<file path="config.mk">
export PLATFORM = sky130hd
export DESIGN_NAME = crff_regs
export DESIGN_NICKNAME = d
export VERILOG_FILES = /design/src/rtl/crff_pkg.sv /design/src/rtl/crff_regs.sv
export SDC_FILE = /design/constraint.sdc
export NUM_CORES = 1
export LEC_CHECK = 0
export BUFFER_PORTS_ARGS = -buffer_cell sky130_fd_sc_hd__buf_2
export CORE_MARGIN = 2
export CORE_UTILIZATION = 40
export CTS_CLUSTER_DIAMETER = 50
export DETAILED_ROUTE_END_ITERATION = 12
export PLACE_DENSITY = 0.79
export SYNTH_ARGS = -nofsm -noshare
export SYNTH_HDL_FRONTEND = slang
export SYNTH_SLANG_ARGS = --single-unit
</file>
<file path="constraint.sdc">
create_clock -name i_clk -period 1.17 [get_ports i_clk]
set_input_delay 0.117 -clock i_clk [delete_from_list [all_inputs] [get_ports i_clk]]
set_output_delay 0.117 -clock i_clk [all_outputs]
set_load 0.03 [all_outputs]
</file>
<file path="src/rtl/crff_pkg.sv">
// ----------------------------------------------------------------------------
// crff_pkg
// Shared constants, codes and types of the clipped rectangle fill framebuffer.
// ----------------------------------------------------------------------------
package crff_pkg;

    localparam int SCREEN_WIDTH  = 320;
    localparam int SCREEN_HEIGHT = 240;
    localparam int NUM_PIXELS    = SCREEN_WIDTH * SCREEN_HEIGHT;
    localparam int ADDR_W        = $clog2(NUM_PIXELS);
    localparam int X_W           = $clog2(SCREEN_WIDTH);
    localparam int Y_W           = $clog2(SCREEN_HEIGHT);
    // holds pos plus span (17 bits of magnitude) with sign
    localparam int COORD_W       = 18;

    localparam int PADDR_W = 5;
    localparam int PDATA_W = 32;

    localparam logic [2:0] CMD_CLEAR     = 3'd0;
    localparam logic [2:0] CMD_FILL_RECT = 3'd1;
    localparam logic [2:0] CMD_HLINE     = 3'd2;
    localparam logic [2:0] CMD_VLINE     = 3'd3;
    localparam logic [2:0] CMD_SWAP      = 3'd4;
    localparam logic [2:0] CMD_READ      = 3'd5;

    localparam logic [2:0] REG_CLIP_LEFT   = 3'd0;
    localparam logic [2:0] REG_CLIP_TOP    = 3'd1;
    localparam logic [2:0] REG_CLIP_WIDTH  = 3'd2;
    localparam logic [2:0] REG_CLIP_HEIGHT = 3'd3;
    localparam logic [2:0] REG_DOUBLE_BUF  = 3'd4;

    typedef logic signed [COORD_W-1:0] t_coord;

    typedef struct packed {
        logic [2:0]         command;
        logic signed [15:0] pos_x;
        logic signed [15:0] pos_y;
        logic [15:0]        span_w;
        logic [15:0]        span_h;
        logic [15:0]        fill_color;
        logic               read_front;
    } t_in_item;

    typedef struct packed {
        logic [15:0] read_data;
        logic        wrote_pixels;
    } t_out_item;

    typedef struct packed {
        logic [8:0] clip_left;
        logic [7:0] clip_top;
        logic [8:0] clip_width;
        logic [7:0] clip_height;
        logic       double_buffer_on;
    } t_cfg;

    typedef struct packed {
        logic latch;
        logic setup;
        logic check;
        logic load_full;
        logic fill_step;
        logic fill_both;
        logic rd_issue;
        logic rd_capture;
        logic out_load;
    } t_dp_cmd;

    typedef struct packed {
        logic [2:0] code;
        logic       empty;
        logic       last;
    } t_dp_status;

endpackage

</file>
<file path="src/rtl/crff_regs.sv">
// ----------------------------------------------------------------------------
// crff_regs
// Clip rectangle and buffering registers behind an APB-style port.
// ----------------------------------------------------------------------------
module crff_regs (
    input  logic                          i_clk,
    input  logic                          i_rst_n,
    input  logic                          psel,
    input  logic                          penable,
    input  logic                          pwrite,
    input  logic [crff_pkg::PADDR_W-1:0]  paddr,
    input  logic [crff_pkg::PDATA_W-1:0]  pwdata,
    output logic [crff_pkg::PDATA_W-1:0]  prdata,
    output logic                          pready,
    output crff_pkg::t_cfg                o_cfg
);

    crff_pkg::t_cfg r_cfg;
    logic [2:0]     reg_idx;
    logic           wr_en;

    assign reg_idx = paddr[crff_pkg::PADDR_W-1:2];
    assign wr_en   = psel && penable && pwrite;
    assign pready  = 1'b1;
    assign o_cfg   = r_cfg;

    always_ff @(posedge i_clk) begin
        if (!i_rst_n) begin
            r_cfg.clip_left        <= 9'd0;
            r_cfg.clip_top         <= 8'd0;
            r_cfg.clip_width       <= 9'd320;
            r_cfg.clip_height      <= 8'd240;
            r_cfg.double_buffer_on <= 1'b1;
        end else if (wr_en) begin
            unique case (reg_idx)
                crff_pkg::REG_CLIP_LEFT:   r_cfg.clip_left        <= pwdata[8:0];
                crff_pkg::REG_CLIP_TOP:    r_cfg.clip_top         <= pwdata[7:0];
                crff_pkg::REG_CLIP_WIDTH:  r_cfg.clip_width       <= pwdata[8:0];
                crff_pkg::REG_CLIP_HEIGHT: r_cfg.clip_height      <= pwdata[7:0];
                crff_pkg::REG_DOUBLE_BUF:  r_cfg.double_buffer_on <= pwdata[0];
                default: ;
            endcase
        end
    end

    always_comb begin
        unique case (reg_idx)
            crff_pkg::REG_CLIP_LEFT:   prdata = {23'd0, r_cfg.clip_left};
            crff_pkg::REG_CLIP_TOP:    prdata = {24'd0, r_cfg.clip_top};
            crff_pkg::REG_CLIP_WIDTH:  prdata = {23'd0, r_cfg.clip_width};
            crff_pkg::REG_CLIP_HEIGHT: prdata = {24'd0, r_cfg.clip_height};
            crff_pkg::REG_DOUBLE_BUF:  prdata = {31'd0, r_cfg.double_buffer_on};
            default:                   prdata = '0;
        endcase
    end

endmodule

</file>
==> results of run 1 <==
==> layout make-up <==
type / count / area [um^2]
inverter: 4 / 15.0
tap: 52 / 65.1
clock inverter: 1 / 5.00
fill: 394 / 1730
clock buffer: 7 / 76.3
multi-input combinational: 136 / 1060
sequential: 35 / 717
timing repair buffer: 112 / 768
==> cells in the final DEF, fill, tap and decap left out, drive strengths merged, types with 2 or more instances in the layout <==
master and count:
o311ai 3, nor2 2, o21ai 3, nor3b 2, buf 112, inv 4
mux4 7, clkbuf 7, nand4b 2, dfxtp 35, mux2i 31, nand3b 2
nand2 40, nor2b 10, conb 24
==> worst max-delay path, delay by kind of cell (launching register included) <==
kind                   cells  cell delay, ns
muxes                      1            0.47
DFF                        1            0.33
and+or+nand+nor            1            0.14
buffers and inverters      1            0.14
==> kinds of logic after synthesis <==
group,Yosys count
mux,39
flops,35
buf+inv,40
other cells,2
compound gates,11
simple gates,62
==> power by group through the flow <==
stage	sequential (mW)	combinational (mW)	clock (mW)
after floorplan	1.25	0.338	0
after global placement	1.23	0.413	0
after detailed placement	1.23	0.420	0
final	1.21	0.435	0.848
after CTS	1.21	0.436	0.883
after global routing	1.21	0.465	0.924
==> per-layer routing <==
metal	vias to the layer above	wire (um)	global-route usage [%]	part of all wire (%)
met3	7	289	5.14	6.4
li1	809	-	-	-
met4	0	71	7.00	1.6
met1	749	1850	21.4	41
met5	-	0	0	0
met2	62	2310	31.0	51
==> synth_stat cells <==
cell	n	share of area (%)
nand3b_1	2	0.80
nand4b_4	1	1.3
nand4b_1	1	0.47
nand2_2	2	0.67
nor3b_1	2	0.80
buf_1	1	0.20
conb_1	2	0.40
o22ai_1	1	0.33
mux2i_1	31	17
nor3_1	1	0.27
a22oi_1	1	0.40
inv_1	4	0.80
nand3_1	1	0.27
nor2b_4	2	1.5
buf_4	26	10
nor2_2	1	0.33
a21boi_0	1	0.40
nor2b_1	8	2.7
mux4_2	6	7.2
nand2_1	38	7.6
and4b_1	1	0.53
buf_6	1	0.60
and4_1	1	0.47
o211ai_1	1	0.40
clkbuf_1	4	0.80
o21ai_0	3	0.80
buf_2	3	0.80
buf_8	1	0.80
o311ai_0	3	1.4
mux4_1	1	1.4
nor2_4	1	0.60
o21a_1	1	0.40
mux2_2	1	0.60
dfxtp_1	35	37
==> worst min path at each step <==
stage,slack [ns],to,cells past startpoint
floorplan,0.26,o_cfg[34],2
global placement,0.37,o_cfg[0],3
detailed placement,0.38,o_cfg[34],3
CTS,0.06,o_cfg[34],3
global route,0.06,o_cfg[34],3
finish,0.06,o_cfg[34],3
==> repair_timing <==
| action | 4_1_cts | 5_1_grt |
|---|---|---|
| gates resized for setup | 25 | 4 |
| pin swaps | 1 | 2 |
| setup endpoints to repair | 9 | 9 |
| setup buffers | 2 | 1 |
==> metrics by stage <==
stage / total power [mW] / area (um^2) / cells / hold slack [ns]
floorplan: 1.59 / 2020 / 211 / 0.256
global placement: 1.65 / 2540 / 336 / 0.369
detailed placement: 1.65 / 2540 / 336 / 0.378
CTS: 2.52 / 2700 / 346 / 0.0604
global route: 2.60 / 2710 / 347 / 0.0603
finish: 2.49 / 2710 / 347 / 0.0616
==> flow_metrics.py, run 1 <==
metrics = {
    "status": {
        "status": "complete, but fails checks",
        "violations": "negative setup slack",
    },
    "critical_path": {
        "max_stage_delay_ns": 0.47,
        "critPathArrivalTime_ns": 1.36,
        "reg2reg_from": "o_cfg[7]",
        "worstSetupPathType": "reg -> out",
        "r2r-end": "o_cfg[7]",
        "rrSetupSlack_ns": 0.32,
        "critPathLaunchType": "flip-flop",
        "crit_path_end": "prdata[4]",
        "cp.required_ns": 1.05,
        "crit_path_top_delay_cell": "mux4_2",
        "cp_max_fo": 2,
        "critPathCaptureType": "output pin",
        "startpoint": "o_cfg[5]",
        "critical_path.cell_chain": "mux4_2, nor2b_4, buf_6",
        "worst-r2r-cell-count": 4,
    },
    "finish": {
        "final_util_pct": 61.0,
        "layout-drive-gt1-share_pct": 52.9,
        "largest_reg_flops": 35,
        "n_antenna_cell": 0,
        "fin_nets": 336,
        "area_growth_pct": 44.1,
    },
    "clock_network": {
        "htree_levels": 2,
        "root_buffer": "clkbuf_8",
        "clock_latency_ns": 0.29,
        "clockBufferDepth": 2,
        "numCtsBuffers": 5,
        "clkTransAtPathRegs_ns": 0.07,
        "cts_tree": "yes",
        "clock_sinks": 35,
        "ctsHoldBuffers": 0,
    },
    "yosys": {
        "synth_seq_cells": 35,
        "yosys.area_share.simple_pct": 18.2,
        "synth.area.mux_share_pct": 25.7,
        "synth_top_family_by_area": "multiplexers",
        "synthAdderAreaFrac_pct": 0,
        "synth-xor-area-share_pct": 0,
        "postSynthAreaPerCell_um2": 9.95,
        "yosys.cell_types.count": 34,
        "synth-warning-count": 0,
        "synth_compound_area_share_pct": 4.13,
        "synth_seq_area_share_pct": 37.3,
        "synthesis.area_um2": 1880,
        "netlist_instances": 189,
    },
    "sta": {
        "hold_viol_final": 0,
        "fin_crit_sh_pct": 126,
        "fmax_mhz": 677,
        "fin_skew_ns": 0,
        "setup_violations": 8,
        "final.min_clock_period_ns": 1.48,
        "drv_slew": 0,
        "rsz0062_at_grt": "true",
        "tns_ns": -2.28,
        "setup_slack_ns": -0.307,
    },
    "place": {
        "place_congestion": 0.796,
        "hpwl_um": 3520,
        "place_ws_ns": -0.190,
        "portBuffers": 60,
    },
    "route": {
        "vias": 1627,
        "post_drt_wl_per_cell_um": 13.0,
        "dr.first_iter.drc_count": 52,
        "drcViolationCount": 0,
        "viasPerCell": 4.69,
        "drtPass1Iterations": 4,
        "wirelength_um": 4520,
        "antenna_left": 0,
    },
    "power_and_ir_drop": {
        "p_sw_mw": 0.717,
        "power_per_cell_area_nw_per_um2": 919,
        "p_seq_share_pct": 48.5,
        "ir_drop_mv": 0.533,
        "power_frac_clock_pct": 34.1,
        "p_leak_nw": 1.32,
        "power_frac_comb_pct": 17.5,
        "swShare_pct": 28.8,
        "cell_internal_pwr_mw": 1.77,
    },
    "global_route": {
        "grt_pass1_vias": 1585,
        "grt_usage_pct": 18.1,
        "overflow": 0,
        "grt_pass1_wl_um": 7210,
        "grt_max_degree": 27,
        "grt_antenna_before_repair": 0,
    },
    "die": {
        "core_area_um2": 4440,
        "row_count": 24,
        "io_pins": 110,
        "fp.dieH_um": 72.6,
        "die_area_um2": 5270,
        "initial_core_util_pct": 42.3,
        "die_w_um": 72.6,
    },
    "hold_path": {
        "hp-start": "pwdata[8]",
        "hold_path.class": "in -> reg",
    },
    "flow_run": {
        "cap_violations": 0,
    },
}
(Power assumes the default switching activity.)
==> inputs of run 2 (changes only) <==
Settings changed: CORE_UTILIZATION 40 to 41, PLACE_DENSITY 0.79 to 0.81, REMOVE_ABC_BUFFERS from default to 1.
==> run 2 against run 1 <==
  * Die area is 2.3% lower
  * Flip-flop and latch count stayed put
  * Clock skew stayed put
  * Critical endpoint is now prdata[1]
  * Total power is 2.0% lower
  * The run still ends with negative setup slack left
  * Highest routed layer unchanged
==> flow_metrics.py, run 2 (synthesis gave the netlist of run 1 again) <==
metrics = {
    "critical_path": {
        "critPathArrivalTime_ns": 1.35,
        "critPathLaunchType": "flip-flop",
        "worstSetupPathType": "reg -> out",
        "critPathCaptureType": "output pin",
        "cp_max_fo": 2,
        "cp.required_ns": 1.05,
    },
    "finish": {
        "layout-drive-gt1-share_pct": 51.2,
        "n_antenna_cell": 0,
        "nFillCells": 378,
        "largest_reg_flops": 35,
        "seq_area_um2": 714,
        "layout_commonest_cell": "buf_2",
        "final_cell_mix": "buf_2 (50), buf_4 (48), nand2_1 (38)",
        "fin_area_um2": 2700,
        "instances_no_fill": 343,
        "final_util_pct": 61.6,
        "area_growth_pct": 43.6,
        "fin_nets": 334,
        "multi_input_area_um2": 1040,
    },
    "clock_network": {
        "clkTransAtPathRegs_ns": 0.06,
        "clock_sinks": 35,
        "clockBufferDepth": 2,
        "clock_latency_ns": 0.28,
        "numCtsBuffers": 5,
        "ctsHoldBuffers": 0,
        "htree_levels": 2,
        "root_buffer": "clkbuf_8",
        "cts_tree": "yes",
    },
    "power_and_ir_drop": {
        "fin_total_pwr_mw": 2.44,
        "cell_internal_pwr_mw": 1.75,
        "ir_drop_mv": 0.478,
        "power_frac_clock_pct": 32.9,
        "swShare_pct": 28.4,
        "p_leak_nw": 1.31,
        "power_per_cell_area_nw_per_um2": 904,
        "p_seq_share_pct": 49.5,
        "power_frac_comb_pct": 17.6,
        "p_sw_mw": 0.693,
    },
    "place": {
        "portBuffers": 60,
        "placed_cells": 334,
        "dpl_cell_area_um2": 2500,
        "place_congestion": 0.748,
        "place_ws_ns": -0.320,
        "hpwl_um": 3550,
    },
    "sta": {
        "fin_crit_sh_pct": 126,
        "hold_viol_final": 0,
        "drv_slew": 0,
        "tns_ns": -2.19,
        "fin_skew_ns": 0,
        "setup_violations": 8,
        "rsz0062_at_grt": "true",
        "final.min_clock_period_ns": 1.47,
        "setup_slack_ns": -0.300,
        "whs_ns": 0.0847,
        "fmax_mhz": 680,
    },
    "global_route": {
        "grt_max_degree": 46,
        "grt_pass1_vias": 1553,
        "overflow": 0,
        "grt_usage_pct": 19.2,
        "grt_antenna_before_repair": 0,
        "grt_pass1_wl_um": 7490,
    },
    "hold_path": {
        "hold_path.class": "in -> reg",
    },
    "die": {
        "die_w_um": 71.7,
        "core_area_um2": 4380,
        "row_count": 24,
        "io_pins": 110,
        "die_area_um2": 5140,
        "fp.dieH_um": 71.7,
        "initial_core_util_pct": 42.9,
    },
    "route": {
        "dr.first_iter.drc_count": 45,
        "vias": 1657,
        "wirelength_um": 4840,
        "antenna_left": 0,
        "drtPass1Iterations": 4,
        "post_drt_wl_per_cell_um": 14.1,
        "viasPerCell": 4.83,
        "drcViolationCount": 0,
    },
    "status": {
        "status": "complete, but fails checks",
        "violations": "negative setup slack",
    },
    "flow_run": {
        "cap_violations": 0,
    },
}
## run 2: final cells by class
cell class,count,area share (%)
clock buffer,6,2.69
inverter,4,0.556
multi-input combinational,136,38.6
sequential,35,26.5
tap,52,2.41
timing repair buffer,110,29.2
## run 2: power groups by stage
| stage | clock network (mW) | registers (mW) | logic (mW) |
|---|---|---|---|
| after global routing | 0.882 | 1.21 | 0.456 |
| after detailed placement | 0 | 1.23 | 0.403 |
| after CTS | 0.820 | 1.21 | 0.417 |
| after global placement | 0 | 1.23 | 0.397 |
| after floorplan | 0 | 1.25 | 0.205 |
| final | 0.803 | 1.21 | 0.430 |
## run 2: path summary, 6_finish.rpt
path,cells past startpoint,startpoint,end,slack [ns]
worst max-delay path,3,o_cfg[2],prdata[1],-0.30
worst min-delay path,3,pwdata[8],o_cfg[34],0.08
worst max register to register,3,o_cfg[5],o_cfg[5],0.37
worst min register to register,2,o_cfg[34],o_cfg[34],0.48
## run 2: repair_timing
item,CTS,global route
pin swaps,2,2
setup buffers,3,0
setup endpoints to repair,9,10
gates resized for setup,25,16
## run 2: worst max-delay path, stage by stage (launching register included)
cell,delay [ns]
dfxtp_2,0.32
mux4_2,0.47
nor2b_4,0.15
buf_6,0.13
## run 2: routing by layer
layer	part of all wire, %	vias up	global-route usage (%)
met5	0	-	0
met4	1.5	0	6.92
met3	6.5	6	5.06
met2	49	75	31.6
met1	43	779	24.2
li1	-	797	-
==> inputs of run 3 (changes only) <==
==> constraint.sdc (replaced) <==
create_clock -name i_clk -period 1.17 [get_ports i_clk]
set_input_delay 0.117 -clock i_clk [delete_from_list [all_inputs] [get_ports i_clk]]
set_output_delay 0.117 -clock i_clk [all_outputs]
set_load 0.005 [all_outputs]
==> run 3 against run 2 <==
  * The flow still finishes with violations (negative setup slack)
  * Sequential power about the same
  * Core utilization shrank 3.1 points
  * Global-route usage fell by 1.2 points
  * Sequential share of layout area up 1.8 points
  * Clock skew is the same
  * First-iteration DRC count is 64% higher
  * Flip-flop and latch count unchanged
  * Critical endpoint is now prdata[3]
  * Largest cell class unchanged
==> flow_metrics.py, run 3 (synthesis gave the netlist of run 1 again) <==
metrics = {
    "hold_path": {
        "hold_depth": 3,
        "whs_endpoint": "o_cfg[34]",
        "hp-start": "pwdata[8]",
        "hold_path.class": "in -> reg",
    },
    "status": {
        "violations": "negative setup slack",
        "status": "complete, but fails checks",
    },
    "place": {
        "place_congestion": 0.744,
        "hpwl_um": 3170,
        "place_ws_ns": -0.244,
        "dpl_cell_area_um2": 2320,
        "portBuffers": 60,
    },
    "critical_path": {
        "critical_path.cell_chain": "mux4_2, nor2b_4, buf_2",
        "cp.required_ns": 1.05,
        "crit_path_top_delay_cell": "mux4_2",
        "critPathCaptureType": "output pin",
        "critPathLaunchType": "flip-flop",
        "worstSetupPathType": "reg -> out",
        "reg2reg_from": "o_cfg[6]",
        "critPathArrivalTime_ns": 1.32,
        "max_stage_delay_ns": 0.46,
        "worst-r2r-cell-count": 3,
        "r2r-end": "o_cfg[6]",
        "cp_max_fo": 2,
        "rrSetupSlack_ns": 0.34,
    },
    "sta": {
        "fin_skew_ns": 0,
        "final.min_clock_period_ns": 1.44,
        "fin_crit_sh_pct": 123,
        "rsz0062_at_grt": "true",
        "hold_viol_final": 0,
        "setup_slack_ns": -0.268,
        "fmax_mhz": 695,
        "drv_slew": 0,
        "setup_violations": 8,
        "whs_ns": 0.0898,
    },
    "finish": {
        "area_growth_pct": 36.5,
        "layout_commonest_cell": "buf_2",
        "seq_area_um2": 726,
        "nFillCells": 394,
        "largest_reg_flops": 35,
        "final_cell_mix": "buf_2 (59), nand2_1 (38), buf_4 (33)",
        "fin_area_um2": 2570,
        "final_util_pct": 58.5,
        "fin_nets": 321,
        "n_antenna_cell": 0,
        "layout-drive-gt1-share_pct": 52.2,
        "multi_input_area_um2": 1040,
    },
    "die": {
        "initial_core_util_pct": 42.9,
        "core_area_um2": 4380,
        "row_count": 24,
        "fp.dieH_um": 71.7,
        "die_area_um2": 5140,
        "die_w_um": 71.7,
        "io_pins": 110,
    },
    "power_and_ir_drop": {
        "ir_drop_mv": 0.577,
        "fin_total_pwr_mw": 2.28,
        "power_per_cell_area_nw_per_um2": 887,
        "p_leak_nw": 1.24,
    },
    "route": {
        "drcViolationCount": 0,
        "post_drt_wl_per_cell_um": 13.7,
        "drtPass1Iterations": 4,
        "viasPerCell": 4.79,
        "dr.first_iter.drc_count": 74,
        "wirelength_um": 4530,
        "vias": 1582,
        "antenna_left": 0,
    },
    "global_route": {
        "overflow": 0,
        "grt_pass1_vias": 1566,
        "grt_max_degree": 46,
        "grt_pass1_wl_um": 7250,
        "grt_antenna_before_repair": 0,
        "grt_usage_pct": 18.0,
    },
    "clock_network": {
        "htree_levels": 2,
        "clockBufferDepth": 2,
        "numCtsBuffers": 5,
        "cts_tree": "yes",
        "root_buffer": "clkbuf_8",
        "clock_latency_ns": 0.28,
        "clock_sinks": 35,
        "clkTransAtPathRegs_ns": 0.06,
    },
    "flow_run": {
        "cap_violations": 0,
    },
}
-- run 3: routing by layer --
layer	up-vias	GRT usage (%)	routed length [um]
met5	-	0	0
met4	0	6.92	74
met3	7	4.08	290
met2	65	28.6	2190
met1	735	23.8	1980
li1	775	-	-
-- run 3: layout make-up --
cell class | instances | share of cell area (%)
Clock buffer | 6 | 2.83
Inverter | 4 | 0.585
Multi-Input combinational cell | 136 | 40.7
Sequential cell | 35 | 28.3
Tap cell | 52 | 2.54
Timing Repair Buffer | 97 | 25.1
-- run 3: worst max-delay path, delay by kind of cell, from the launching register on --
| kind | cells | cell delay, ns |
|---|---|---|
| mux | 1 | 0.46 |
| flops | 1 | 0.32 |
| simple gates | 1 | 0.14 |
| buf+inv | 1 | 0.12 |
-- run 3: repair_timing --
| action | CTS | global route |
|---|---|---|
| endpoints found under the setup margin | 8 | 9 |
| setup buffers | 11 | 3 |
| hold buffers | 0 | 0 |
| pin swaps | 1 | 1 |
| resized for setup | 22 | 10 |
-- run 3: worst max-delay path by stage --
| stage | from | to | slack (ns) | depth (start not counted) |
|---|---|---|---|---|
| global placement | paddr[3] | prdata[3] | -0.24 | 4 |
| floorplan | paddr[4] | o_cfg[10] | -0.47 | 3 |
| CTS | o_cfg[4] | prdata[3] | -0.26 | 3 |
| global route | o_cfg[2] | prdata[1] | -0.31 | 3 |
| finish | o_cfg[29] | prdata[3] | -0.27 | 3 |
| detailed placement | paddr[3] | prdata[3] | -0.24 | 4 |
-- run 3: through the flow --
step / std cells / TNS, ns
2_1_floorplan: 175 / -7.64
3_3_place_gp: 310 / -1.36
3_5_place_dp: 310 / -1.59
4_1_cts: 327 / -1.90
5_1_grt: 330 / -2.29
6_report: 330 / -1.93
-- run 3: power breakdown --
| part | internal, mW | switching, mW |
|---|---|---|
| clock network | 0.396 | 0.385 |
| registers | 1.20 | 0.00571 |
| logic | 0.133 | 0.156 |
| total | 1.73 | 0.547 |
