==> config.mk <==
export PLATFORM = sky130hd
export DESIGN_NAME = crff_ctrl
export DESIGN_NICKNAME = d
export VERILOG_FILES = /design/src/rtl/crff_pkg.sv /design/src/rtl/crff_ctrl.sv
export SDC_FILE = /design/constraint.sdc
export NUM_CORES = 1
export LEC_CHECK = 0
export BUFFER_PORTS_ARGS = -buffer_cell sky130_fd_sc_hd__buf_2
export CORE_ASPECT_RATIO = 1.25
export CORE_UTILIZATION = 25
export CTS_BUF_LIST = sky130_fd_sc_hd__clkbuf_4 sky130_fd_sc_hd__clkbuf_8
export CTS_CLUSTER_DIAMETER = 200
export DETAILED_ROUTE_END_ITERATION = 10
export PLACE_DENSITY = 0.53
export RECOVER_POWER = 100
export SLEW_MARGIN = 20
export SYNTH_ARGS = -nofsm -noshare
export SYNTH_HDL_FRONTEND = slang
export SYNTH_SLANG_ARGS = --single-unit
==> constraint.sdc <==
create_clock -name i_clk -period 1.76 [get_ports i_clk]
set_input_delay 0.088 -clock i_clk [delete_from_list [all_inputs] [get_ports i_clk]]
set_output_delay 0.088 -clock i_clk [all_outputs]
set_load 0.03 [all_outputs]
==> src/rtl/crff_pkg.sv <==
// ----------------------------------------------------------------------------
// crff_pkg
// Shared constants, codes and types of the clipped rectangle fill framebuffer.
// ----------------------------------------------------------------------------
package crff_pkg;

    localparam int SCREEN_WIDTH  = 320;
    localparam int SCREEN_HEIGHT = 240;
    localparam int NUM_PIXELS    = SCREEN_WIDTH * SCREEN_HEIGHT;
    localparam int ADDR_W        = $clog2(NUM_PIXELS);
    localparam int X_W           = $clog2(SCREEN_WIDTH);
    localparam int Y_W           = $clog2(SCREEN_HEIGHT);
    // holds pos plus span (17 bits of magnitude) with sign
    localparam int COORD_W       = 18;

    localparam int PADDR_W = 5;
    localparam int PDATA_W = 32;

    localparam logic [2:0] CMD_CLEAR     = 3'd0;
    localparam logic [2:0] CMD_FILL_RECT = 3'd1;
    localparam logic [2:0] CMD_HLINE     = 3'd2;
    localparam logic [2:0] CMD_VLINE     = 3'd3;
    localparam logic [2:0] CMD_SWAP      = 3'd4;
    localparam logic [2:0] CMD_READ      = 3'd5;

    localparam logic [2:0] REG_CLIP_LEFT   = 3'd0;
    localparam logic [2:0] REG_CLIP_TOP    = 3'd1;
    localparam logic [2:0] REG_CLIP_WIDTH  = 3'd2;
    localparam logic [2:0] REG_CLIP_HEIGHT = 3'd3;
    localparam logic [2:0] REG_DOUBLE_BUF  = 3'd4;

    typedef logic signed [COORD_W-1:0] t_coord;

    typedef struct packed {
        logic [2:0]         command;
        logic signed [15:0] pos_x;
        logic signed [15:0] pos_y;
        logic [15:0]        span_w;
        logic [15:0]        span_h;
        logic [15:0]        fill_color;
        logic               read_front;
    } t_in_item;

    typedef struct packed {
        logic [15:0] read_data;
        logic        wrote_pixels;
    } t_out_item;

    typedef struct packed {
        logic [8:0] clip_left;
        logic [7:0] clip_top;
        logic [8:0] clip_width;
        logic [7:0] clip_height;
        logic       double_buffer_on;
    } t_cfg;

    typedef struct packed {
        logic latch;
        logic setup;
        logic check;
        logic load_full;
        logic fill_step;
        logic fill_both;
        logic rd_issue;
        logic rd_capture;
        logic out_load;
    } t_dp_cmd;

    typedef struct packed {
        logic [2:0] code;
        logic       empty;
        logic       last;
    } t_dp_status;

endpackage

==> src/rtl/crff_ctrl.sv <==
// ----------------------------------------------------------------------------
// crff_ctrl
// Sequencer: wipe after reset, then per request clip, fill or read, respond.
// ----------------------------------------------------------------------------
module crff_ctrl (
    input  logic                 i_clk,
    input  logic                 i_rst_n,
    input  logic                 i_in_valid,
    output logic                 o_in_stall,
    output logic                 o_out_valid,
    input  logic                 i_out_stall,
    input  crff_pkg::t_dp_status i_status,
    output crff_pkg::t_dp_cmd    o_cmd
);

    typedef enum logic [8:0] {
        ST_INIT   = 9'b0_0000_0001,
        ST_WIPE   = 9'b0_0000_0010,
        ST_IDLE   = 9'b0_0000_0100,
        ST_SETUP  = 9'b0_0000_1000,
        ST_CHECK  = 9'b0_0001_0000,
        ST_FILL   = 9'b0_0010_0000,
        ST_RD     = 9'b0_0100_0000,
        ST_RDWAIT = 9'b0_1000_0000,
        ST_FINISH = 9'b1_0000_0000
    } t_state;

    t_state r_state, n_state;
    logic   r_out_valid;

    assign o_in_stall  = (r_state != ST_IDLE);
    assign o_out_valid = r_out_valid;

    always_comb begin
        n_state = r_state;
        o_cmd   = '0;
        unique case (r_state)
            ST_INIT: begin
                o_cmd.load_full = 1'b1;
                n_state         = ST_WIPE;
            end
            ST_WIPE: begin
                o_cmd.fill_step = 1'b1;
                o_cmd.fill_both = 1'b1;
                if (i_status.last) n_state = ST_IDLE;
            end
            ST_IDLE: begin
                if (i_in_valid) begin
                    o_cmd.latch = 1'b1;
                    n_state     = ST_SETUP;
                end
            end
            ST_SETUP: begin
                o_cmd.setup = 1'b1;
                n_state     = ST_CHECK;
            end
            ST_CHECK: begin
                o_cmd.check = 1'b1;
                unique case (i_status.code) inside
                    crff_pkg::CMD_CLEAR, crff_pkg::CMD_FILL_RECT,
                    crff_pkg::CMD_HLINE, crff_pkg::CMD_VLINE: begin
                        n_state = i_status.empty ? ST_FINISH : ST_FILL;
                    end
                    crff_pkg::CMD_READ: n_state = ST_RD;
                    default:            n_state = ST_FINISH;
                endcase
            end
            ST_FILL: begin
                o_cmd.fill_step = 1'b1;
                if (i_status.last) n_state = ST_FINISH;
            end
            ST_RD: begin
                o_cmd.rd_issue = 1'b1;
                n_state        = ST_RDWAIT;
            end
            ST_RDWAIT: begin
                o_cmd.rd_capture = 1'b1;
                n_state          = ST_FINISH;
            end
            ST_FINISH: begin
                // hold until the output register is free
                if (!r_out_valid || !i_out_stall) begin
                    o_cmd.out_load = 1'b1;
                    n_state        = ST_IDLE;
                end
            end
            default: n_state = ST_INIT;
        endcase
    end

    always_ff @(posedge i_clk) begin
        if (!i_rst_n) begin
            r_state     <= ST_INIT;
            r_out_valid <= 1'b0;
        end else begin
            r_state <= n_state;
            if (o_cmd.out_load) r_out_valid <= 1'b1;
            else if (!i_out_stall) r_out_valid <= 1'b0;
        end
    end

`ifndef SYNTHESIS
    a_resp_from_finish: assert property (@(posedge i_clk) disable iff (!i_rst_n)
        $rose(r_out_valid) |-> ($past(r_state) == ST_FINISH))
        else $error("response raised outside finish");
    a_resp_held: assert property (@(posedge i_clk) disable iff (!i_rst_n)
        (r_out_valid && i_out_stall) |=> r_out_valid)
        else $error("stalled response dropped");
    a_fill_ends: assert property (@(posedge i_clk) disable iff (!i_rst_n)
        (r_state == ST_FILL && i_status.last) |=> (r_state == ST_FINISH))
        else $error("fill did not finish on its last pixel");
    a_wipe_quiet: assert property (@(posedge i_clk) disable iff (!i_rst_n)
        (r_state == ST_WIPE) |-> !r_out_valid)
        else $error("response during power-up wipe");
`endif

endmodule

==> results_dict.tcl, run 1 <==
set metrics [dict create \
    start_util_pct 26.33 \
    wl_per_cell_um 13.21 \
    num-nets-final 141 \
    ys_seq_area_share_pct 26.06 \
    synth-seq-cells 10 \
    synth_largest_area_cell "dfxtp_1" \
    cts_sinks 10 \
    slew_headroom_pct 74.07 \
    cts-root-buf "clkbuf_4" \
    drt_first_iter_violations 25 \
    min_path_type "in2reg" \
    gp_congestion 0.8217 \
    synthFlopType "dfxtp_1" \
    pre_cts_ws_ps 105.4 \
    portBuffers 19 \
    fmax_mhz 548.9 \
    synthCells 99 \
    synth_top_area_share_pct 26.06 \
    overflow 0 \
    antenna_found_initial 0 \
    cts-hold-fix-buffers 0 \
    crit-reg2reg-launch "r_state[7]" \
    detail-route-antenna-nets 0 \
    worstPathArrival_ps 1730 \
    fin_ws_ps -61.83 \
    leakagePower_nw 0.4531 \
    min_from "i_rst_n" \
    drt-total-wl_um 2206 \
    crit_end "o_cmd[0]" \
    vias 865 \
    layout_common_cells "buf_4 (16), buf_2 (11), inv_1 (8), nor2_1 (8)" \
    tns_ps -105.7 \
    syn_nets 108 \
    synth-async-reset-ratio_pct 0 \
    layout_commonest_cell "buf_4" \
    die-area_sq_um 3300 \
    r2r_cells 8 \
    total_power_mw 0.6733 \
    syn_area_per_cell_sq_um 7.760 \
    via_per_inst 5.180 \
    hold_violations 0 \
    drt-pass1-iter-count 4 \
    violations "negative setup slack" \
    cp-end-kind "output pin" \
    cap_violations 0 \
    critPathLaunch "r_state[6]" \
    ir_drop_mv 0.3126 \
    holdWs_ps 67.04 \
    cts_tree "yes" \
    timing.reg2reg.setup_slack_ps 30 \
    synth_area_sq_um 768.2 \
    drive_gt1_share_pct 41.98 \
    worstSkewPairLatency_ps 260 \
    dp_hpwl_um 1726 \
    drc_errors 0 \
    start_kind "register" \
    io-pin-count 20 \
    clk_path_buf_depth 2 \
    critical_path_class "reg2out" \
    grt_pass1_vias 863 \
    cp_max_fo 3 \
    area_growth_pct 41.86 \
    grt_start_max_net_pins 12 \
    placed_area_sq_um 965.9 \
    worst_pin_slew_ps 386.9 \
    grt_pass1_wl_um 3767 \
    die_w_um 51.58 \
    track_usage_pct 14.86 \
    fin_skew_ps 0.2936 \
    setup_viol 2 \
    rr_endpoint "r_state[2]" \
    num_antenna_cells 0 \
    synth_warnings 0 \
    rows 22 \
    numCtsBuffers 3 \
    synth.area.top_cells "dfxtp_1 (26%), nor2_1 (5.4%), nand3_1 (4.6%)" \
    status "finished, violations left" \
    synth_edf_count 0 \
    h-tree-depth 1 \
    clkTransAtPathRegs_ps 60 \
    fin_area_sq_um 1090 \
    rsz0062_at_grt "yes" \
    crit_required_ps 1670 \
    dieHeight_um 63.98 \
    p_per_area_nw_per_um2 617.8 \
    coreArea_sq_um 2918 \
    post-route-min-period_ps 1822 \
    final_max_slew_viol_count 0 \
    synth_cell_types 37 \
    fin_crit_sh_pct 103.5 \
]
-- through the flow --
stage / utilization [%] / instances
floorplan: - / 99
global placement: 33.10 / 158
detailed placement: 33.10 / 158
CTS: 36.62 / 166
global route: 37.35 / 167
finish: 37.35 / 167
-- kinds of logic after synthesis --
logic type	synth area share (%)
AOI/OAI and AO/OA	19.87
xor gates and xnor gates	3.421
buffers and inverters	9.936
DFF	26.06
and+or+nand+nor	40.72
-- layer usage --
layer | part of all wire [%] | global-route usage, % | vias to the layer above
met5 | 0 | 0 | -
met4 | 1.3 | 7.095 | 0
met3 | 4.7 | 1.667 | 4
met2 | 49 | 25.49 | 27
met1 | 45 | 17.87 | 400
li1 | - | - | 434
-- sequential cells by signal (all words and copies together) (netlist names) --
name,cells
o_out_valid,1
r_state,9
-- report_power, final --
part           internal, mW  switching (mW)  leakage, nW  total (mW)
Combinational        0.0885           0.131        0.349       0.220
Sequential            0.237          0.0128       0.0832       0.249
Clock                 0.126          0.0784       0.0210       0.204
-- cell type report --
cell class              instances  area, sq um
fillers                       339         1828
multi-input cells              73        525.5
repair buffers                 36        247.7
flip-flops and latches         10        205.2
well taps                      36        45.04
clock buffers                   4        36.28
inverters                       8        30.03
-- worst max-delay path, cell delays in order, from the launching register on --
cell     delay (ps)
dfxtp_2         340
or4_4           540
nor3_4          170
nand4_2         130
a21oi_2         140
buf_6           140
-- synthesized netlist by cell type (all sizes together), types with 3 or more instances --
cell and instances:
nor2 11, buf 6, nand4 5, nor3 7, o21ai 3, dfxtp 10, inv 8, o211ai 4
nand3 7, xor2 3, a21oi 3, nand2 5
-- repair_timing --
| item | in CTS | in global routing |
|---|---|---|
| setup buffers | 4 | 1 |
| pin swaps | 3 | 4 |
| endpoints found under the setup margin | 5 | 8 |
| gates resized for setup | 12 | 10 |
-- how the worst min path moves through the flow --
| stage | slack, ps | end | cells after the start |
|---|---|---|---|
| 2_1_floorplan | 210 | r_state[2] | 1 |
| 4_1_cts | 60 | r_state[2] | 2 |
| 3_3_place_gp | 350 | r_state[2] | 2 |
| 5_1_grt | 70 | r_state[2] | 2 |
| 3_5_place_dp | 340 | r_state[2] | 2 |
| 6_report | 70 | r_state[2] | 2 |
(Power assumes the default switching activity.)
==> run 2, diff against run 1 <==
--- a/config.mk
+++ b/config.mk
@@ -6,13 +6,14 @@
 export NUM_CORES = 1
 export LEC_CHECK = 0
 export BUFFER_PORTS_ARGS = -buffer_cell sky130_fd_sc_hd__buf_2
+export CELL_PAD_IN_SITES_DETAIL_PLACEMENT = 1
+export CELL_PAD_IN_SITES_GLOBAL_PLACEMENT = 1
 export CORE_ASPECT_RATIO = 1.25
 export CORE_UTILIZATION = 25
 export CTS_BUF_LIST = sky130_fd_sc_hd__clkbuf_4 sky130_fd_sc_hd__clkbuf_8
 export CTS_CLUSTER_DIAMETER = 200
 export DETAILED_ROUTE_END_ITERATION = 10
-export PLACE_DENSITY = 0.53
-export RECOVER_POWER = 100
+export PLACE_DENSITY = 0.65
 export SLEW_MARGIN = 20
 export SYNTH_ARGS = -nofsm -noshare
 export SYNTH_HDL_FRONTEND = slang
==> run 2 against run 1 <==
The flow still finishes with violations (negative setup slack). Sequential cell count did not move. First-iteration DRC count shrank 20%. Wire length rose by 20%. Clock power is 5% higher. Via count is 3.7% higher. Die area did not move. Sequential power up 3%. Register-to-register slack got worse by 20 ps. Core utilization increased by 0.21 points. Global-route usage increased by 3.7 points. Largest cell class unchanged. Highest routed layer unchanged.
==> results_dict.tcl, run 2 (synthesis gave the netlist of run 1 again) <==
set metrics [dict create \
    status "finished, violations left" \
    violations "negative setup slack" \
    layout_common_cells "buf_4 (18), buf_2 (13), inv_1 (8), dfxtp_1 (8), nor2_1 (7)" \
    grt_start_max_net_pins 12 \
    final.fill_count 390 \
    cts-root-buf "clkbuf_4" \
    area_growth_pct 42.67 \
    worstSkewPairLatency_ps 270 \
    min_path_type "in2reg" \
    critPathLaunch "r_state[6]" \
    vias 897 \
    die_w_um 51.58 \
    num_antenna_cells 0 \
    crit_required_ps 1670 \
    detail-route-antenna-nets 0 \
    timing.reg2reg.setup_slack_ps 10 \
    die-area_sq_um 3300 \
    largest_reg_flops 9 \
    p_per_area_nw_per_um2 633.3 \
    antenna_found_initial 0 \
    grt_pass1_wl_um 4498 \
    numCtsBuffers 3 \
    via_per_inst 5.404 \
    fin_area_sq_um 1096 \
    critical_path_class "reg2out" \
    fin_ws_ps -85.96 \
    rr_endpoint "r_state[2]" \
    worstHoldEndpoint "r_state[0]" \
    clkTransAtPathRegs_ps 70 \
    dieHeight_um 63.98 \
    placed_area_sq_um 965.9 \
    leakagePower_nw 0.4670 \
    setup_viol 3 \
    r2r_cells 7 \
    rsz0062_at_grt "yes" \
    num-nets-final 140 \
    post-route-min-period_ps 1846 \
    wl_per_cell_um 15.90 \
    drc_errors 0 \
    top_register "r_state" \
    grt_pass1_vias 955 \
    overflow 0 \
    holdWs_ps 64.22 \
    fmax_mhz 541.7 \
    slew_headroom_pct 78.41 \
    fin_crit_sh_pct 104.9 \
    rows 22 \
    cp-end-kind "output pin" \
    cts_tree "yes" \
    cts_sinks 10 \
    fin_skew_ps 3.957 \
    track_usage_pct 18.52 \
    start_util_pct 26.33 \
    final_max_slew_viol_count 0 \
    coreArea_sq_um 2918 \
    ir_drop_mv 0.2393 \
    holdPathStages 2 \
    worstPathArrival_ps 1760 \
    hold_violations 0 \
    cp_max_fo 2 \
    worst_pin_slew_ps 315.7 \
    crit-reg2reg-launch "r_state[6]" \
    drt-total-wl_um 2640 \
    start_kind "register" \
    min_from "i_rst_n" \
    portBuffers 19 \
    drive_gt1_share_pct 43.08 \
    gp_congestion 0.7675 \
    tns_ps -180.7 \
    clk_path_buf_depth 2 \
    drt-pass1-iter-count 4 \
    io-pin-count 20 \
    drt_first_iter_violations 20 \
    dp_hpwl_um 1982 \
    h-tree-depth 1 \
    layout_commonest_cell "buf_4" \
    cap_violations 0 \
]
## run 2: cell count changes in the layout (fill, tap and decap cells not counted), sizes merged
cell	previous run	this run
clkbuf	8	4
buf	32	35
## run 2: critical path: stages, from the launching register on
cell     delay (ps)
dfxtp_4         340
or4_4           540
nor3_4          170
nand4_2         130
a21oi_2         150
buf_6           140
## run 2: worst max path at each step
stage,to,slack [ps],depth (start not counted)
global placement,o_cmd[0],150,5
floorplan,o_cmd[8],-100,5
finish,o_cmd[0],-90,5
global route,o_cmd[8],-180,5
detailed placement,o_cmd[0],90,5
CTS,o_cmd[0],-100,5
## run 2: timing repair
action                                  4_1_cts  5_1_grt
hold buffers                                  0        0
endpoints found under the setup margin        3       10
pin swaps                                     2        3
setup buffers                                 3        1
resized for setup                            13        8
## run 2: where the power goes
group	switching, mW	internal, mW	total [mW]	leakage [nW]
Clock	0.0891	0.126	0.215	0.0210
Sequential	0.0209	0.235	0.256	0.0825
Combinational	0.129	0.0938	0.223	0.364
## run 2: layer usage
| layer | track usage (%) | up-vias | share of wire, % |
|---|---|---|---|
| li1 | - | 424 | - |
| met5 | 0 | - | 0 |
| met2 | 31.01 | 23 | 52 |
| met4 | 10.47 | 0 | 3.4 |
| met1 | 20.20 | 440 | 42 |
| met3 | 5.476 | 10 | 2.8 |
## run 2: layout make-up
cell class | instances | area (sq um) | share of cell area, %
inverters | 8 | 30.03 | 2.740
clock buffers | 4 | 36.28 | 3.311
flip-flops and latches | 10 | 205.2 | 18.72
multi-input cells | 73 | 534.3 | 48.74
repair buffers | 35 | 245.2 | 22.37
well taps | 36 | 45.04 | 4.110
## run 2: through the flow
step	util (%)	power, mW	worst slack, ps	cells
global placement	33.10	0.4583	151.7	158
global route	37.56	0.7333	-182.8	166
floorplan	-	0.3940	-102.3	99
detailed placement	33.10	0.4639	88.08	158
CTS	36.41	0.6829	-100.2	165
finish	37.56	0.6941	-85.96	166
==> run 3, diff against run 2 <==
--- a/config.mk
+++ b/config.mk
@@ -14,6 +14,7 @@
 export CTS_CLUSTER_DIAMETER = 200
 export DETAILED_ROUTE_END_ITERATION = 10
 export PLACE_DENSITY = 0.65
+export RECOVER_POWER = 25
 export SLEW_MARGIN = 20
 export SYNTH_ARGS = -nofsm -noshare
 export SYNTH_HDL_FRONTEND = slang
==> run 3 against run 2 <==
The flow still finishes with violations (negative setup slack). Via count down 0.67%. Fmax about the same. Global-route usage unchanged. Clock-buffer cell count unchanged. Cell area down 0.46%. Clock power about the same.
==> results_dict.tcl, run 3 (synthesis gave the netlist of run 1 again) <==
set metrics [dict create \
    status "finished, violations left" \
    violations "negative setup slack" \
    ir_drop_mv 0.2404 \
    detail-route-antenna-nets 0 \
    cts_tree "yes" \
    cts_sinks 10 \
    rsz0062_at_grt "yes" \
    overflow 0 \
    worstPathArrival_ps 1760 \
    leakagePower_nw 0.4583 \
    grt_start_max_net_pins 12 \
    min_path_type "in2reg" \
    busiest_layer "met2" \
    slew_headroom_pct 75.83 \
    num-nets-final 140 \
    crit_chain "or4_4 > nor3_4 > nand4_2 > a21oi_2 > buf_6" \
    cp_num_cells 5 \
    cap_violations 0 \
    worst_pin_slew_ps 364.1 \
    clkTransAtPathRegs_ps 70 \
    p_per_area_nw_per_um2 636.4 \
    largest_reg_flops 9 \
    die_w_um 51.58 \
    hold_violations 0 \
    layout_commonest_cell "buf_4" \
    cp_max_fo 2 \
    r2r_cells 7 \
    numCtsBuffers 3 \
    rows 22 \
    pre_cts_ws_ps 88.08 \
    dieHeight_um 63.98 \
    critPathTopFamily "simple AND/OR/NAND/NOR gates" \
    max_stage_delay_ps 560 \
    cts-root-buf "clkbuf_4" \
    die-area_sq_um 3300 \
    cpMaxStageDelayCell "or4_4" \
    grt_use_met2_pct 31.01 \
    coreArea_sq_um 2918 \
    drt_first_iter_violations 19 \
    timing.reg2reg.setup_slack_ps 10 \
    area_growth_pct 42.02 \
    worstSkewPairLatency_ps 270 \
    rr_endpoint "r_state[2]" \
    crit_end "o_cmd[0]" \
    io-pin-count 20 \
    setup_viol 3 \
    fin_skew_ps 3.799 \
    top_register "r_state" \
    drc_errors 0 \
    cp-end-kind "output pin" \
    portBuffers 19 \
    crit-reg2reg-launch "r_state[6]" \
    vias 891 \
    grtUsageMet3_pct 5.476 \
    met1_usage_pct 20.20 \
    gp_congestion 0.7675 \
    cts-hold-fix-buffers 0 \
    grt_pass1_vias 955 \
    start_kind "register" \
    post-route-min-period_ps 1846 \
    num_antenna_cells 0 \
    layout_common_cells "buf_4 (17), buf_2 (12), inv_1 (8), dfxtp_1 (8), nor2_1 (7)" \
    grt_pass1_wl_um 4498 \
    critical_path_buf_inv_count 1 \
    critical_path_class "reg2out" \
    antenna_found_initial 0 \
    drt-total-wl_um 2641 \
    via_per_inst 5.367 \
    critPathLaunch "r_state[5]" \
    h-tree-depth 1 \
    track_usage_pct 18.52 \
    crit_required_ps 1670 \
    clk_path_buf_depth 2 \
    drive_gt1_share_pct 41.54 \
    fin_ws_ps -86.07 \
    fmax_mhz 541.7 \
    dp_hpwl_um 1982 \
    final_max_slew_viol_count 0 \
    start_util_pct 26.33 \
    utilization_pct 37.39 \
    wl_per_cell_um 15.91 \
    fin_crit_sh_pct 104.9 \
    drt-pass1-iter-count 4 \
]
-- run 3: metal layers --
| layer | up-vias | wire [um] |
|---|---|---|
| li1 | 424 | - |
| met1 | 434 | 1103 |
| met2 | 25 | 1391 |
| met3 | 8 | 81 |
| met4 | 0 | 64 |
| met5 | - | 0 |
-- run 3: worst min-delay path by stage --
stage	from	end	slack [ps]	cells after the start
5_1_grt	i_rst_n	r_state[2]	70	2
3_5_place_dp	i_rst_n	r_state[2]	350	2
2_1_floorplan	i_rst_n	r_state[2]	210	1
3_3_place_gp	i_rst_n	r_state[2]	350	2
6_report	i_rst_n	r_state[0]	70	2
4_1_cts	i_rst_n	r_state[0]	70	2
-- run 3: what timing repair did --
item | CTS | global route
hold endpoints to repair | 0 | 0
setup buffers | 3 | 1
pin swaps | 2 | 3
endpoints found under the setup margin | 3 | 10
resized for setup | 13 | 8
-- run 3: area by class of cell --
cell class | count | area [sq um]
Fill cell | 392 | 1827
Clock buffer | 4 | 36.28
Timing Repair Buffer | 35 | 240.2
Sequential cell | 10 | 205.2
Tap cell | 36 | 45.04
Inverter | 8 | 30.03
Multi-Input combinational cell | 73 | 534.3
-- run 3: report_power, final --
part / total [mW] / leakage (nW) / internal [mW] / switching (mW)
Sequential: 0.256 / 0.0825 / 0.235 / 0.0210
Clock: 0.215 / 0.0210 / 0.126 / 0.0894
Combinational: 0.223 / 0.355 / 0.0938 / 0.129
-- run 3: worst reg2reg max path, cell delays in order (launching register included) --
cell and delay (ps):
dfxtp_4 340, buf_4 140, nor4_4 370, buf_4 170, buf_4 110, nand4b_1 110
and4b_1 210, o21a_1 180
-- run 3: per-stage QoR --
stage                     hold WS (ps)  TNS [ps]  power [mW]  cell area (sq um)  instances
after detailed placement         353.8         0      0.4639              965.9        158
after global routing             71.02    -604.1      0.7333               1091        166
after global placement           351.0         0      0.4583              965.9        158
after CTS                        65.90    -242.2      0.6829               1062        165
after floorplan                  205.7    -104.0      0.3940              782.0         99
final                            66.40    -191.1      0.6944               1091        166
